`src/hdl/gbfs_pkg.sv`:
```
// Package with the shared constants, codes and types of the breadth-first search engine.
package gbfs_pkg;

    localparam int NUM_VERTICES = 32;
    localparam int MAX_DEGREE   = 16;
    localparam int VW  = 5;                              // vertex field width
    localparam int NVW = $clog2(NUM_VERTICES);           // vertex index width
    localparam int DGW = $clog2(MAX_DEGREE + 1);         // degree count width
    localparam int SLW = (MAX_DEGREE > 1) ? $clog2(MAX_DEGREE) : 1;
    localparam int ADW = $clog2(NUM_VERTICES * MAX_DEGREE);
    localparam int QCW = $clog2(NUM_VERTICES + 1);       // queue pointer width

    localparam logic [1:0] OP_ADD   = 2'd0;
    localparam logic [1:0] OP_BFS   = 2'd1;
    localparam logic [1:0] OP_CLEAR = 2'd2;
    localparam logic [1:0] OP_RSVD  = 2'd3;

    localparam logic KIND_ACK    = 1'b0;
    localparam logic KIND_REPORT = 1'b1;

    typedef struct packed {
        logic          kind;
        logic [VW-1:0] vertex;
        logic          status;
        logic          last;
    } result_t;

endpackage

```
`src/hdl/gbfs_ram.sv`:
```
// Generic single-port-write, one-read synchronous RAM with registered read.
module gbfs_ram #(
    parameter int WIDTH = 8,
    parameter int DEPTH = 32
) (
    input  logic                     aclk,
    input  logic                     we,
    input  logic [$clog2(DEPTH)-1:0] waddr,
    input  logic [WIDTH-1:0]         wdata,
    input  logic [$clog2(DEPTH)-1:0] raddr,
    output logic [WIDTH-1:0]         rdata
);
    logic [WIDTH-1:0] mem [DEPTH];

    always_ff @(posedge aclk) begin
        if (we) begin
            mem[waddr] <= wdata;
        end
        rdata <= mem[raddr];
    end
endmodule

```
`src/hdl/graph_bfs_engine.sv`:
```
// Top level of the breadth-first search engine over bounded adjacency lists.
//
// Input words arrive on s_axis: tuser = opcode, tdata = {vertex_a, vertex_b} from the
// low bit up. Add edge (opcode 0) appends each endpoint to the other's list and answers
// with one acknowledgement word, status 1 when a list is full or an endpoint is out
// of range. Clear (opcode 2) empties all lists and answers with one acknowledgement.
// Traversal (opcode 1) emits the visited vertices in queue order, tlast on the last.
// Opcode 3 is dropped without a result.
// Results leave on m_axis: tdata = {vertex, status} from the low bit up, tuser =
// kind, tlast = last. A result register holds a word until the receiver takes it;
// while it is stalled the sequencer waits, nothing is lost.
// An add edge reads both degrees, checks them and, when it is accepted, writes the
// two list entries before its acknowledgement. A traversal reads the queue memory
// and then the adjacency memory, both with registered reads; a vertex is reported
// once its list has been scanned. s_axis_tready is high only while the sequencer
// is idle, so one word is in flight at a time and the next is taken the cycle after
// the last result of the previous word has moved into the result register.
// Reset clears the degree valid bits, the visited map, the sequencer and the output
// register.
module graph_bfs_engine (
    input  logic        aclk,
    input  logic        aresetn,
    input  logic        s_axis_tvalid,
    output logic        s_axis_tready,
    input  logic [15:0] s_axis_tdata,   // vertex_a[4:0], vertex_b[9:5]
    input  logic [1:0]  s_axis_tuser,   // opcode[1:0]
    output logic        m_axis_tvalid,
    input  logic        m_axis_tready,
    output logic [7:0]  m_axis_tdata,   // vertex[4:0], status[5]
    output logic        m_axis_tuser,   // kind
    output logic        m_axis_tlast
);
    gbfs_pkg::result_t res;
    logic              res_valid;
    logic              res_ready;

    gbfs_core u_core (
        .aclk      (aclk),
        .aresetn   (aresetn),
        .in_valid  (s_axis_tvalid),
        .in_ready  (s_axis_tready),
        .in_op     (s_axis_tuser),
        .in_a      (s_axis_tdata[4:0]),
        .in_b      (s_axis_tdata[9:5]),
        .res_valid (res_valid),
        .res_ready (res_ready),
        .res       (res)
    );

    gbfs_outreg u_out (
        .aclk          (aclk),
        .aresetn       (aresetn),
        .res_valid     (res_valid),
        .res_ready     (res_ready),
        .res           (res),
        .m_axis_tvalid (m_axis_tvalid),
        .m_axis_tready (m_axis_tready),
        .m_axis_tdata  (m_axis_tdata),
        .m_axis_tuser  (m_axis_tuser),
        .m_axis_tlast  (m_axis_tlast)
    );
endmodule

```
`src/hdl/gbfs_outreg.sv`:
```
// Output register of the result stream.
module gbfs_outreg (
    input  logic              aclk,
    input  logic              aresetn,
    input  logic              res_valid,
    output logic              res_ready,
    input  gbfs_pkg::result_t res,
    output logic              m_axis_tvalid,
    input  logic              m_axis_tready,
    output logic [7:0]        m_axis_tdata,
    output logic              m_axis_tuser,
    output logic              m_axis_tlast
);
    logic              valid_reg;
    gbfs_pkg::result_t data_reg;

    assign res_ready = !valid_reg || m_axis_tready;

    always_ff @(posedge aclk) begin
        if (!aresetn) begin
            valid_reg <= 1'b0;
        end else if (res_ready) begin
            valid_reg <= res_valid;
        end
        if (res_ready && res_valid) begin
            data_reg <= res;
        end
    end

    assign m_axis_tvalid = valid_reg;
    assign m_axis_tdata  = {2'b00, data_reg.status, data_reg.vertex};
    assign m_axis_tuser  = data_reg.kind;
    assign m_axis_tlast  = data_reg.last;
endmodule

```
`src/hdl/gbfs_core.sv`:
```
// Sequencer that updates the graph memories and walks the traversal queue.
module gbfs_core (
    input  logic                       aclk,
    input  logic                       aresetn,
    input  logic                       in_valid,
    output logic                       in_ready,
    input  logic [1:0]                 in_op,
    input  logic [gbfs_pkg::VW-1:0]    in_a,
    input  logic [gbfs_pkg::VW-1:0]    in_b,
    output logic                       res_valid,
    input  logic                       res_ready,
    output gbfs_pkg::result_t          res
);
    localparam int NV  = gbfs_pkg::NUM_VERTICES;
    localparam int NVW = gbfs_pkg::NVW;
    localparam int DGW = gbfs_pkg::DGW;
    localparam int SLW = gbfs_pkg::SLW;
    localparam int ADW = gbfs_pkg::ADW;
    localparam int QCW = gbfs_pkg::QCW;
    localparam int VW  = gbfs_pkg::VW;

    typedef enum logic [9:0] {
        S_IDLE  = 10'b0000000001,
        S_AREAD = 10'b0000000010,   // degrees of a and b captured
        S_ACHK  = 10'b0000000100,
        S_AWR2  = 10'b0000001000,
        S_EMIT  = 10'b0000010000,   // one result waits for the output side
        S_QRD   = 10'b0000100000,   // queue read issued
        S_QGOT  = 10'b0001000000,   // vertex popped
        S_LRD   = 10'b0010000000,   // adjacency read issued
        S_LGOT  = 10'b0100000000,
        S_VWAIT = 10'b1000000000    // report waits for the output side
    } state_t;

    state_t state_reg, state_next;

    // Degrees live in flip-flops with one valid bit each, so clear only resets the valid bits.
    logic [DGW-1:0] deg_reg [NV];
    logic [NV-1:0]  degv_reg;
    logic [NV-1:0]  vis_reg;

    logic [VW-1:0]  a_reg, b_reg;
    logic [DGW-1:0] da_reg, db_reg;
    gbfs_pkg::result_t out_reg;
    logic [QCW-1:0] head_reg, tail_reg;
    logic [NVW-1:0] cur_reg;
    logic [DGW-1:0] cdeg_reg, idx_reg;

    // adjacency memory
    logic           adj_we;
    logic [ADW-1:0] adj_waddr, adj_raddr;
    logic [VW-1:0]  adj_wdata, adj_rdata;
    // queue memory
    logic           q_we;
    logic [NVW-1:0] q_waddr, q_raddr;
    logic [VW-1:0]  q_wdata, q_rdata;

    gbfs_ram #(.WIDTH(VW), .DEPTH(NV * gbfs_pkg::MAX_DEGREE)) u_adj (
        .aclk(aclk), .we(adj_we), .waddr(adj_waddr), .wdata(adj_wdata),
        .raddr(adj_raddr), .rdata(adj_rdata)
    );
    gbfs_ram #(.WIDTH(VW), .DEPTH(NV)) u_q (
        .aclk(aclk), .we(q_we), .waddr(q_waddr), .wdata(q_wdata),
        .raddr(q_raddr), .rdata(q_rdata)
    );

    function automatic logic in_range(input logic [VW-1:0] v);
        in_range = ({1'b0, v} < (VW + 1)'(NV));
    endfunction

    function automatic logic [DGW-1:0] deg_of(input logic [VW-1:0] v,
                                              input logic [NV-1:0] dv,
                                              input logic [DGW-1:0] d);
        deg_of = dv[v[NVW-1:0]] ? d : '0;
    endfunction

    logic [DGW-1:0] deg_a, deg_b, deg_q;
    assign deg_a = deg_of(a_reg, degv_reg, deg_reg[a_reg[NVW-1:0]]);
    assign deg_b = deg_of(b_reg, degv_reg, deg_reg[b_reg[NVW-1:0]]);
    assign deg_q = deg_of(q_rdata, degv_reg, deg_reg[q_rdata[NVW-1:0]]);

    logic [DGW:0] need_a, need_b;
    logic         w_ok, fresh;
    always_comb begin
        need_a = {1'b0, da_reg} + ((a_reg == b_reg) ? (DGW + 1)'(2) : (DGW + 1)'(1));
        need_b = {1'b0, db_reg} + (DGW + 1)'(1);
        w_ok = in_range(a_reg) && in_range(b_reg) &&
               (need_a <= (DGW + 1)'(gbfs_pkg::MAX_DEGREE)) &&
               ((a_reg == b_reg) || (need_b <= (DGW + 1)'(gbfs_pkg::MAX_DEGREE)));
        fresh = in_range(adj_rdata) && !vis_reg[adj_rdata[NVW-1:0]] &&
                (tail_reg < QCW'(NV));
    end

    assign in_ready  = (state_reg == S_IDLE);
    assign res_valid = (state_reg == S_EMIT) || (state_reg == S_VWAIT);
    assign res       = out_reg;

    always_comb begin
        state_next = state_reg;
        adj_we     = 1'b0;
        adj_waddr  = '0;
        adj_wdata  = '0;
        adj_raddr  = {cur_reg, idx_reg[SLW-1:0]};
        q_we       = 1'b0;
        q_waddr    = tail_reg[NVW-1:0];
        q_wdata    = adj_rdata;
        q_raddr    = head_reg[NVW-1:0];
        case (state_reg)
            S_IDLE: begin
                if (in_valid) begin
                    case (in_op)
                        gbfs_pkg::OP_ADD:   state_next = S_AREAD;
                        gbfs_pkg::OP_CLEAR: state_next = S_EMIT;
                        gbfs_pkg::OP_BFS: begin
                            if (in_range(in_a)) begin
                                q_we       = 1'b1;
                                q_waddr    = '0;
                                q_wdata    = in_a;
                                state_next = S_QRD;
                            end else begin
                                state_next = S_EMIT;
                            end
                        end
                        default: state_next = S_IDLE;
                    endcase
                end
            end
            S_AREAD: state_next = S_ACHK;
            S_ACHK: begin
                if (w_ok) begin
                    adj_we     = 1'b1;
                    adj_waddr  = {a_reg[NVW-1:0], da_reg[SLW-1:0]};
                    adj_wdata  = b_reg;
                    state_next = S_AWR2;
                end else begin
                    state_next = S_EMIT;
                end
            end
            S_AWR2: begin
                // For a self-loop the second entry lands one slot further on.
                adj_we     = 1'b1;
                adj_waddr  = {b_reg[NVW-1:0], (a_reg == b_reg) ?
                              SLW'(da_reg + DGW'(1)) : db_reg[SLW-1:0]};
                adj_wdata  = a_reg;
                state_next = S_EMIT;
            end
            S_EMIT: begin
                if (res_ready) begin
                    state_next = S_IDLE;
                end
            end
            S_QRD:  state_next = S_QGOT;
            S_QGOT: begin
                if (deg_q == '0) begin
                    state_next = S_VWAIT;
                end else begin
                    state_next = S_LRD;
                end
            end
            S_VWAIT: begin
                if (res_ready) begin
                    if (out_reg.last) begin
                        state_next = S_IDLE;
                    end else begin
                        state_next = S_QRD;
                    end
                end
            end
            S_LRD: state_next = S_LGOT;
            S_LGOT: begin
                if (fresh) begin
                    q_we = 1'b1;
                end
                if (idx_reg < cdeg_reg) begin
                    state_next = S_LRD;
                end else begin
                    state_next = S_VWAIT;
                end
            end
            default: state_next = S_IDLE;
        endcase
    end

    // A vertex is reported only after its list is scanned, so the report is the last
    // one exactly when the queue is empty at that point.
    always_ff @(posedge aclk) begin
        if (!aresetn) begin
            state_reg <= S_IDLE;
            degv_reg  <= '0;
            vis_reg   <= '0;
        end else begin
            state_reg <= state_next;
            case (state_reg)
                S_IDLE: begin
                    a_reg <= in_a;
                    b_reg <= in_b;
                    if (in_valid && in_op == gbfs_pkg::OP_CLEAR) begin
                        degv_reg <= '0;
                        out_reg  <= '{gbfs_pkg::KIND_ACK, '0, 1'b0, 1'b1};
                    end
                    if (in_valid && in_op == gbfs_pkg::OP_BFS) begin
                        out_reg  <= '{gbfs_pkg::KIND_REPORT, in_a, 1'b1, 1'b1};
                        vis_reg  <= in_range(in_a) ? (NV'(1) << in_a[NVW-1:0]) : '0;
                        head_reg <= '0;
                        tail_reg <= QCW'(1);
                    end
                end
                S_AREAD: begin
                    da_reg <= deg_a;
                    db_reg <= deg_b;
                end
                S_ACHK: begin
                    out_reg <= '{gbfs_pkg::KIND_ACK, '0, !w_ok, 1'b1};
                    if (w_ok) begin
                        deg_reg[a_reg[NVW-1:0]]  <= (a_reg == b_reg) ?
                                                    DGW'(da_reg + DGW'(2)) :
                                                    DGW'(da_reg + DGW'(1));
                        degv_reg[a_reg[NVW-1:0]] <= 1'b1;
                    end
                end
                S_AWR2: begin
                    if (a_reg != b_reg) begin
                        deg_reg[b_reg[NVW-1:0]]  <= DGW'(db_reg + DGW'(1));
                        degv_reg[b_reg[NVW-1:0]] <= 1'b1;
                    end
                end
                S_QRD: begin
                    head_reg <= QCW'(head_reg + QCW'(1));
                end
                S_QGOT: begin
                    cur_reg  <= q_rdata[NVW-1:0];
                    idx_reg  <= '0;
                    cdeg_reg <= deg_q;
                    // Used as is when the vertex has an empty list.
                    out_reg  <= '{gbfs_pkg::KIND_REPORT, q_rdata, 1'b0,
                                  (head_reg == tail_reg)};
                end
                S_LRD: begin
                    idx_reg <= DGW'(idx_reg + DGW'(1));
                end
                S_LGOT: begin
                    if (fresh) begin
                        vis_reg[adj_rdata[NVW-1:0]] <= 1'b1;
                        tail_reg <= QCW'(tail_reg + QCW'(1));
                    end
                    if (!(idx_reg < cdeg_reg)) begin
                        out_reg <= '{gbfs_pkg::KIND_REPORT, VW'(cur_reg), 1'b0,
                                     (head_reg == tail_reg) && !fresh};
                    end
                end
                default: ;
            endcase
        end
    end
endmodule

```
`config.mk`:
```
export PLATFORM = sky130hd
export DESIGN_NAME = graph_bfs_engine
export DESIGN_NICKNAME = d
export VERILOG_FILES = /design/src/hdl/gbfs_pkg.sv /design/src/hdl/gbfs_ram.sv /design/src/hdl/graph_bfs_engine.sv /design/src/hdl/gbfs_outreg.sv /design/src/hdl/gbfs_core.sv
export SDC_FILE = /design/constraint.sdc
export NUM_CORES = 2
export LEC_CHECK = 0
export BUFFER_PORTS_ARGS = -buffer_cell sky130_fd_sc_hd__buf_2
export CORE_UTILIZATION = 30
export CTS_CLUSTER_DIAMETER = 60
export CTS_CLUSTER_SIZE = 8
export DETAILED_ROUTE_END_ITERATION = 10
export PLACE_DENSITY = 0.49
export SYNTH_ARGS = -nofsm -noshare
export SYNTH_HDL_FRONTEND = slang
export SYNTH_SLANG_ARGS = --single-unit
```
`constraint.sdc`:
```
create_clock -name aclk -period 26.1 [get_ports aclk]
set_clock_uncertainty 0.2 [all_clocks]
set_input_delay 1.305 -clock aclk [delete_from_list [all_inputs] [get_ports aclk]]
set_output_delay 1.305 -clock aclk [all_outputs]
set_load 0.005 [all_outputs]
```
### Word-level counts from Yosys, hierarchy flattened

Memories as Yosys holds them, arrays and structs flattened. A register that Yosys moved wholly into a read port is not among the register bits.
Index checks and enable logic that the tools add are counted.

| word-level totals | value |
|---|---|
| bits in registers | 128 |
| RAM bits | 2880 |
| input bits | 22 |
| output and inout port bits | 12 |
| logic and storage cells | 180 |
| memories kept | 3 |

| cells by class | value |
|---|---|
| add/subtract/negate cells | 8 |
| $lt $le $gt $ge | 11 |
| equal/unequal tests | 25 |
| shifts and indexed selects | 1 |
| multiplexer cells | 74 |
| bitwise operators | 3 |
| reductions and logical operators | 36 |

Memories:

| name | depth | bits a word | rd ports | clocked after memory_dff | write ports | line | RTL |
|---|---|---|---|---|---|---|---|
| u_core.u_adj.mem | 512 | 5 | 1 | 1 | 1 | gbfs_ram.sv:13 | `logic [WIDTH-1:0] mem [DEPTH];` |
| u_core.deg_reg | 32 | 5 | 3 | 2 | 1 | gbfs_core.sv:38 | `logic [DGW-1:0] deg_reg [NV];` |
| u_core.u_q.mem | 32 | 5 | 1 | 1 | 1 | gbfs_ram.sv:13 |  |

Operator list:

| kind | number |
|---|---|
| 32-bit 2-to-1 mux | 5 |
| 10-bit one-hot mux with 10 select lines | 1 |
| 32-bit bitwise OR | 3 |
| 32-bit one-hot mux with 3 select lines | 1 |
| 32-bit one-hot mux with 2 select lines | 1 |
| 5-bit 2-to-1 mux | 12 |
| 10-bit 2-to-1 mux | 5 |
| 8-bit one-hot mux with 4 select lines | 1 |
| 1-bit by 5-bit << shifter with 32-bit output, first input constant | 1 |
| 5-bit by 6-bit less-than comparator with 1-bit output, second input constant | 4 |
| 6-bit 2-to-1 mux | 4 |
| 8-bit 2-to-1 mux | 3 |
| 6-bit one-hot mux with 2 select lines | 2 |
| 1-bit 2-to-1 mux | 23 |
| 1-bit binary-select mux with 5-bit select | 4 |
| 5-bit one-hot mux with 2 select lines | 2 |
| 6-bit one-hot mux with 3 select lines | 1 |
| 9-bit one-hot mux with 2 select lines | 1 |
| 5-bit by 1-bit adder with 5-bit output, second input constant | 3 |
| 1-bit demux with 5-bit select | 3 |
| 5-bit by 1-bit greater-or-equal comparator with 1-bit output, second input constant | 3 |
| 2-bit by 1-bit != test with 1-bit output, second input constant | 7 |
| 6-bit by 1-bit adder with 6-bit output, second input constant | 2 |
| 6-bit by 5-bit less-or-equal comparator with 1-bit output, second input constant | 2 |
| other kinds (38) | 64 |

### Longest topological paths before layout

| logic depth | value |
|---|---|
| depth after elaboration | 10 |
| depth in mapped cells | 18 |
| gate-level depth less buffers | 14 |

### Cells and area by module

A second synthesis with hierarchy kept.

| second synthesis, totals | value |
|---|---|
| cells, all modules | 6950 |
| area, all modules | 124745.9 um^2 |

Modules (own cells, without submodules):

| module | instances | cells an instance | area an instance (um^2) | sequential area each (um^2) |
|---|---|---|---|---|
| gbfs_ram at u_core.u_adj | 1 | 5295 | 101358.5 | 76973.8 |
| gbfs_core | 1 | 1362 | 16726.0 | 7937.6 |
| gbfs_ram at u_core.u_q | 1 | 277 | 6344.8 | 4904.7 |
| gbfs_outreg | 1 | 16 | 316.6 | 260.2 |

### Worst setup path before layout

OpenSTA, ideal clock, no wires.

| path | value |
|---|---|
| kind | flip-flop to flip-flop |
| from | register u_core.state_reg[5] |
| to | memory u_core.u_adj.mem[0][1] (netlist name) (data pin) |
| library setup time | 4.171 ns |
| data arrival time | 21.519 ns |
| required time | 21.729 ns |
| path slack | 0.210 ns |
| stages on the path, launching flop included | 8 |
| buffers on the path | 3 |
| clock period less this slack | 25.890 ns |
| cells stage by stage | dfxtp_1 -> clkbuf_1 -> or4_4 -> nor2_4 -> nand4_2 -> clkbuf_1 -> clkbuf_1 -> o21ai_0 |

| on the way | value |
|---|---|
| cells in the longest elaborated chain, start to end | 2 |
| elaborated cells between the ends (all ways) | 3 |
| those cells by class | eq/ne: 2; mux: 1 |

Ends and longest elaborated chain:

| element | line | RTL |
|---|---|---|
| start: declaration | gbfs_core.sv:35 | `state_t state_reg, state_next;` |
| start signal: assignment | gbfs_core.sv:192 | `state_reg <= state_next;` |
| 10-bit by 4-bit == test with 1-bit output or 10-bit by 3-bit == test with 1-bit output (tied branches) | gbfs_core.sv:108 | `case (state_reg)` |
| 5-bit one-hot mux with 2 select lines * | gbfs_core.sv:108 |  |
| named net u_core.adj_wdata[1] | gbfs_core.sv:52 | `logic [VW-1:0] adj_wdata, adj_rdata;` |
| end: declaration | gbfs_ram.sv:13 |  |

Mark *: on every way through the listed nets, which the timed path passes. The rest lies on a longest branch.

### Worst setup path in the final report

| path | value |
|---|---|
| from | register u_core.a_reg[3] |
| to | memory u_core.u_adj.mem[472][1] (netlist name) (data pin) |

| on the way | value |
|---|---|
| cells in the longest elaborated chain, start to end | 7 |
| elaborated cells between the ends (all ways) | 8 |
| those cells by class | add/sub: 1; order compare: 1; eq/ne: 1; mux: 3; reduce/logical: 2 |

Ends and longest elaborated chain:

| element | line | RTL |
|---|---|---|
| start: declaration | gbfs_core.sv:42 | `logic [VW-1:0] a_reg, b_reg;` |
| start signal: assignment | gbfs_core.sv:195 | `a_reg <= in_a;` |
| 5-bit == test * | gbfs_core.sv:85, gbfs_core.sv:89 |  |
| 2-bit 2-to-1 mux | gbfs_core.sv:85 | `need_a = {1'b0, da_reg} + ((a_reg == b_reg) ? (DGW + 1)'(2) : (DGW + 1)'(1));` |
| 5-bit by 6-bit adder with 6-bit output | gbfs_core.sv:85 |  |
| 6-bit by 5-bit less-or-equal comparator with 1-bit output | gbfs_core.sv:88 | `(need_a <= (DGW + 1)'(gbfs_pkg::MAX_DEGREE)) &&` |
| 1-bit logical AND * | gbfs_core.sv:88 |  |
| 5-bit 2-to-1 mux * | gbfs_core.sv:130 | `if (w_ok) begin` |
| 5-bit one-hot mux with 2 select lines * | gbfs_core.sv:108 |  |
| named net u_core.adj_wdata[1] | gbfs_core.sv:52 |  |

Marks and branches as above.

==> flow_metrics.env <==
export IMPL_nNetsFinal=6915
export IMPL_synth_area_leaders="edfxtp_1 71%, mux4_2 14%, nor2_1 2.3%"
export IMPL_final_cells=12500
export IMPL_layout_setup_ws_ns=16.88
export IMPL_cap_violations=0
export IMPL_ys_warn_count=0
export IMPL_drtIter0Drc=7414
export IMPL_hold_viol=0
export IMPL_power_frac_comb_pct=2.3
export IMPL_hp_class="register to register"
export IMPL_post_cts_resize_count=0
export IMPL_detail_route_vias_per_cell=5.42
export IMPL_synthSimpleGateAreaFrac_pct=4.53
export IMPL_cts_tree="done"
export IMPL_layout_drive_gt1_share_pct=22.3
export IMPL_cts_buffers=423
export IMPL_synth_adder_area_share_pct=0.121
export IMPL_synthArstFlopShare_pct=0
export IMPL_wire_per_inst_microns=30.7
export IMPL_setup_viol=0
export IMPL_leakage_nw=39.8
export IMPL_synthMuxAreaShare_pct=16.4
export IMPL_p_int_mw=8.28
export IMPL_crit_type="register to register"
export IMPL_synth_top_family_by_area="multiplexers"
export IMPL_dieHeight_microns=645
export IMPL_maxSlewHeadroom_pct=10.9
export IMPL_start_kind="register"
export IMPL_net_switching_power_mw=2.18
export IMPL_synth_xor_area_share_pct=0.239
export IMPL_routed_wl_mm=382
export IMPL_path_max_fanout=102
export IMPL_placementRows=235
export IMPL_synth_top_area_cell="edfxtp_1"
export IMPL_htree_levels=5
export IMPL_tightest_slew_ns=1.32
export IMPL_whs_ns=0.226
export IMPL_swShare_pct=20.8
export IMPL_synth_most_common_cell="edfxtp_1"
export IMPL_rsz0062_at_grt="false"
export IMPL_drt_pre_antenna_iters=6
export IMPL_fillers=38500
export IMPL_endpoint_kind="register"
export IMPL_synthTopCellsByCount="2943 x edfxtp_1, 770 x mux4_2, 758 x nor2_1"
export IMPL_finalMaxSlewViolations=0
export IMPL_via_count=67500
export IMPL_status="complete, no violations"
export IMPL_peakVddDrop_mv=0.0648
export IMPL_netlist_area_leader_share_pct=71.3
export IMPL_port_buffers=25
export IMPL_syn_to_final_growth_pct=14.9
export IMPL_cts_hold_buf=0
export IMPL_synth_compound_area_share_pct=4.31
export IMPL_clkPwrFrac_pct=47.1
export IMPL_grt_pass1_wl_mm=533
export IMPL_fmax_mhz=108
export IMPL_fin_setup_tns_ns=0
export IMPL_io_pins=34
export IMPL_largest_reg_flops=2560
export IMPL_drt_antenna_violating_nets=0
export IMPL_placed_cells=11900
export IMPL_fin_crit_ns=9.22
export IMPL_overflow=0
export IMPL_postCtsSetupBuffers=0
export IMPL_core_area_sq_um=410000
export IMPL_die_w_microns=645
export IMPL_multiInputGateArea_sq_um=32100
export IMPL_dp_slack_ns=16.94
export IMPL_power_density_nw_per_um2=73.4
export IMPL_ys_ff_latch=3028
export IMPL_cts_sinks=3028
export IMPL_syn_avg_cell_area_sq_um=18.5
export IMPL_grt_total_usage_pct=17.9
export IMPL_synth_edf_count=2943
export IMPL_total_power_mw=10.5
export IMPL_dp_hpwl_mm=232
export IMPL_antenna_found_initial=21
export IMPL_final_seq_area_sq_um=90100
export IMPL_synth_seq_area_share_pct=72.7
export IMPL_rrSetupSlack_ns=16.88
export IMPL_cts_max_path_buffers=4
export IMPL_synth_cells=6702
export IMPL_fin_crit_sh_pct=35.3
export IMPL_grt_pass1_vias=68600
export IMPL_grt_max_degree=208
export IMPL_synth_distinct_cells=87
export IMPL_crit_arrival_ns=9.59
export IMPL_root_buffer="clkbuf_16"
export IMPL_netlist_area_sq_um=124000
export IMPL_insertion_delay_ns=0.97
export IMPL_die_area_sq_um=416000
export IMPL_place_congestion=0.827
export IMPL_drc=0
export IMPL_required_ns=26.47
export IMPL_start_util_pct=30.2
export IMPL_seqPwrFrac_pct=50.6
export IMPL_ys_flop_type="edfxtp_1"
export IMPL_cts_clk_slew_worst_paths_ns=0.05
==> worst max-delay path, stage by stage (launching register included) <==
cell	delay, ns
edfxtp_1	0.84
xnor2_1	0.21
nand3_1	0.30
nor2_1	0.51
clkinv_1	0.36
ha_1	0.37
ha_1	0.28
nor2_1	0.13
a31oi_1	0.06
a2111oi_1	0.51
o21ai_1	0.31
a211oi_4	0.74
nand2_1	0.20
o21ai_4	0.10
buf_4	0.80
buf_4	0.84
buf_4	0.96
buf_4	0.86
==> layout make-up <==
class | instances | area share [%]
antenna | 4 | 0.00703
clock buffer | 506 | 7.72
clock inverter | 36 | 0.379
inverter | 30 | 0.0852
multi-input combinational | 3175 | 22.5
sequential | 3028 | 63.3
tap | 5451 | 4.79
timing repair buffer | 223 | 1.22
==> power groups by stage <==
| stage | sequential, mW | clock, mW | combinational (mW) |
|---|---|---|---|
| floorplan | 5.38 | 0 | 0.155 |
| global placement | 5.38 | 0 | 0.236 |
| detailed placement | 5.39 | 0 | 0.237 |
| CTS | 5.29 | 5.02 | 0.237 |
| global route | 5.29 | 5.19 | 0.249 |
| finish | 5.29 | 4.93 | 0.237 |
==> routing by layer <==
layer | share of wire, % | GRT usage [%]
met1 | 42 | 24.6
met3 | 7.2 | 3.14
met5 | 0.019 | 0
met4 | 2.7 | 4.82
met2 | 48 | 29.2
==> cell usage in the layout, fill, tap and decap left out, drive strengths merged, types with 85 or more instances in the layout <==
master  netlist  final
clkbuf      231    506
nand3       106    106
a21oi       174    174
buf         239    223
edfxtp     2943   2943
mux2i       262    262
nand2       244    244
dfxtp        85     85
o21ai        91     91
nor2        759    759
mux4        770    770
==> final timing paths <==
kind	start	endpoint	cells after the start
worst max-delay path	u_core.a_reg[3]	u_core.u_adj.mem[472][1]	17
worst min-delay path	u_core.res[5]	u_out.m_axis_tdata[3]	0
worst max register to register	u_core.a_reg[3]	u_core.u_adj.mem[472][1]	17
worst min register to register	u_core.res[5]	u_out.m_axis_tdata[3]	0
==> logic make-up after synthesis <==
group | Yosys count
XOR/XNOR | 33
AO/OA/AOI/OAI | 756
multiplexers | 1062
adder cells (fa/ha/maj) | 12
AND/OR/NAND/NOR | 1310
flip-flops | 3028
other | 1
buffers and inverters | 500
==> stage by stage <==
stage,area (sq um),util (%)
CTS,142000,34.7
detailed placement,131000,31.9
finish,142000,34.7
global placement,131000,31.9
global route,142000,34.7
floorplan,124000,-
No activity file was read; power rests on OpenSTA's default activity.
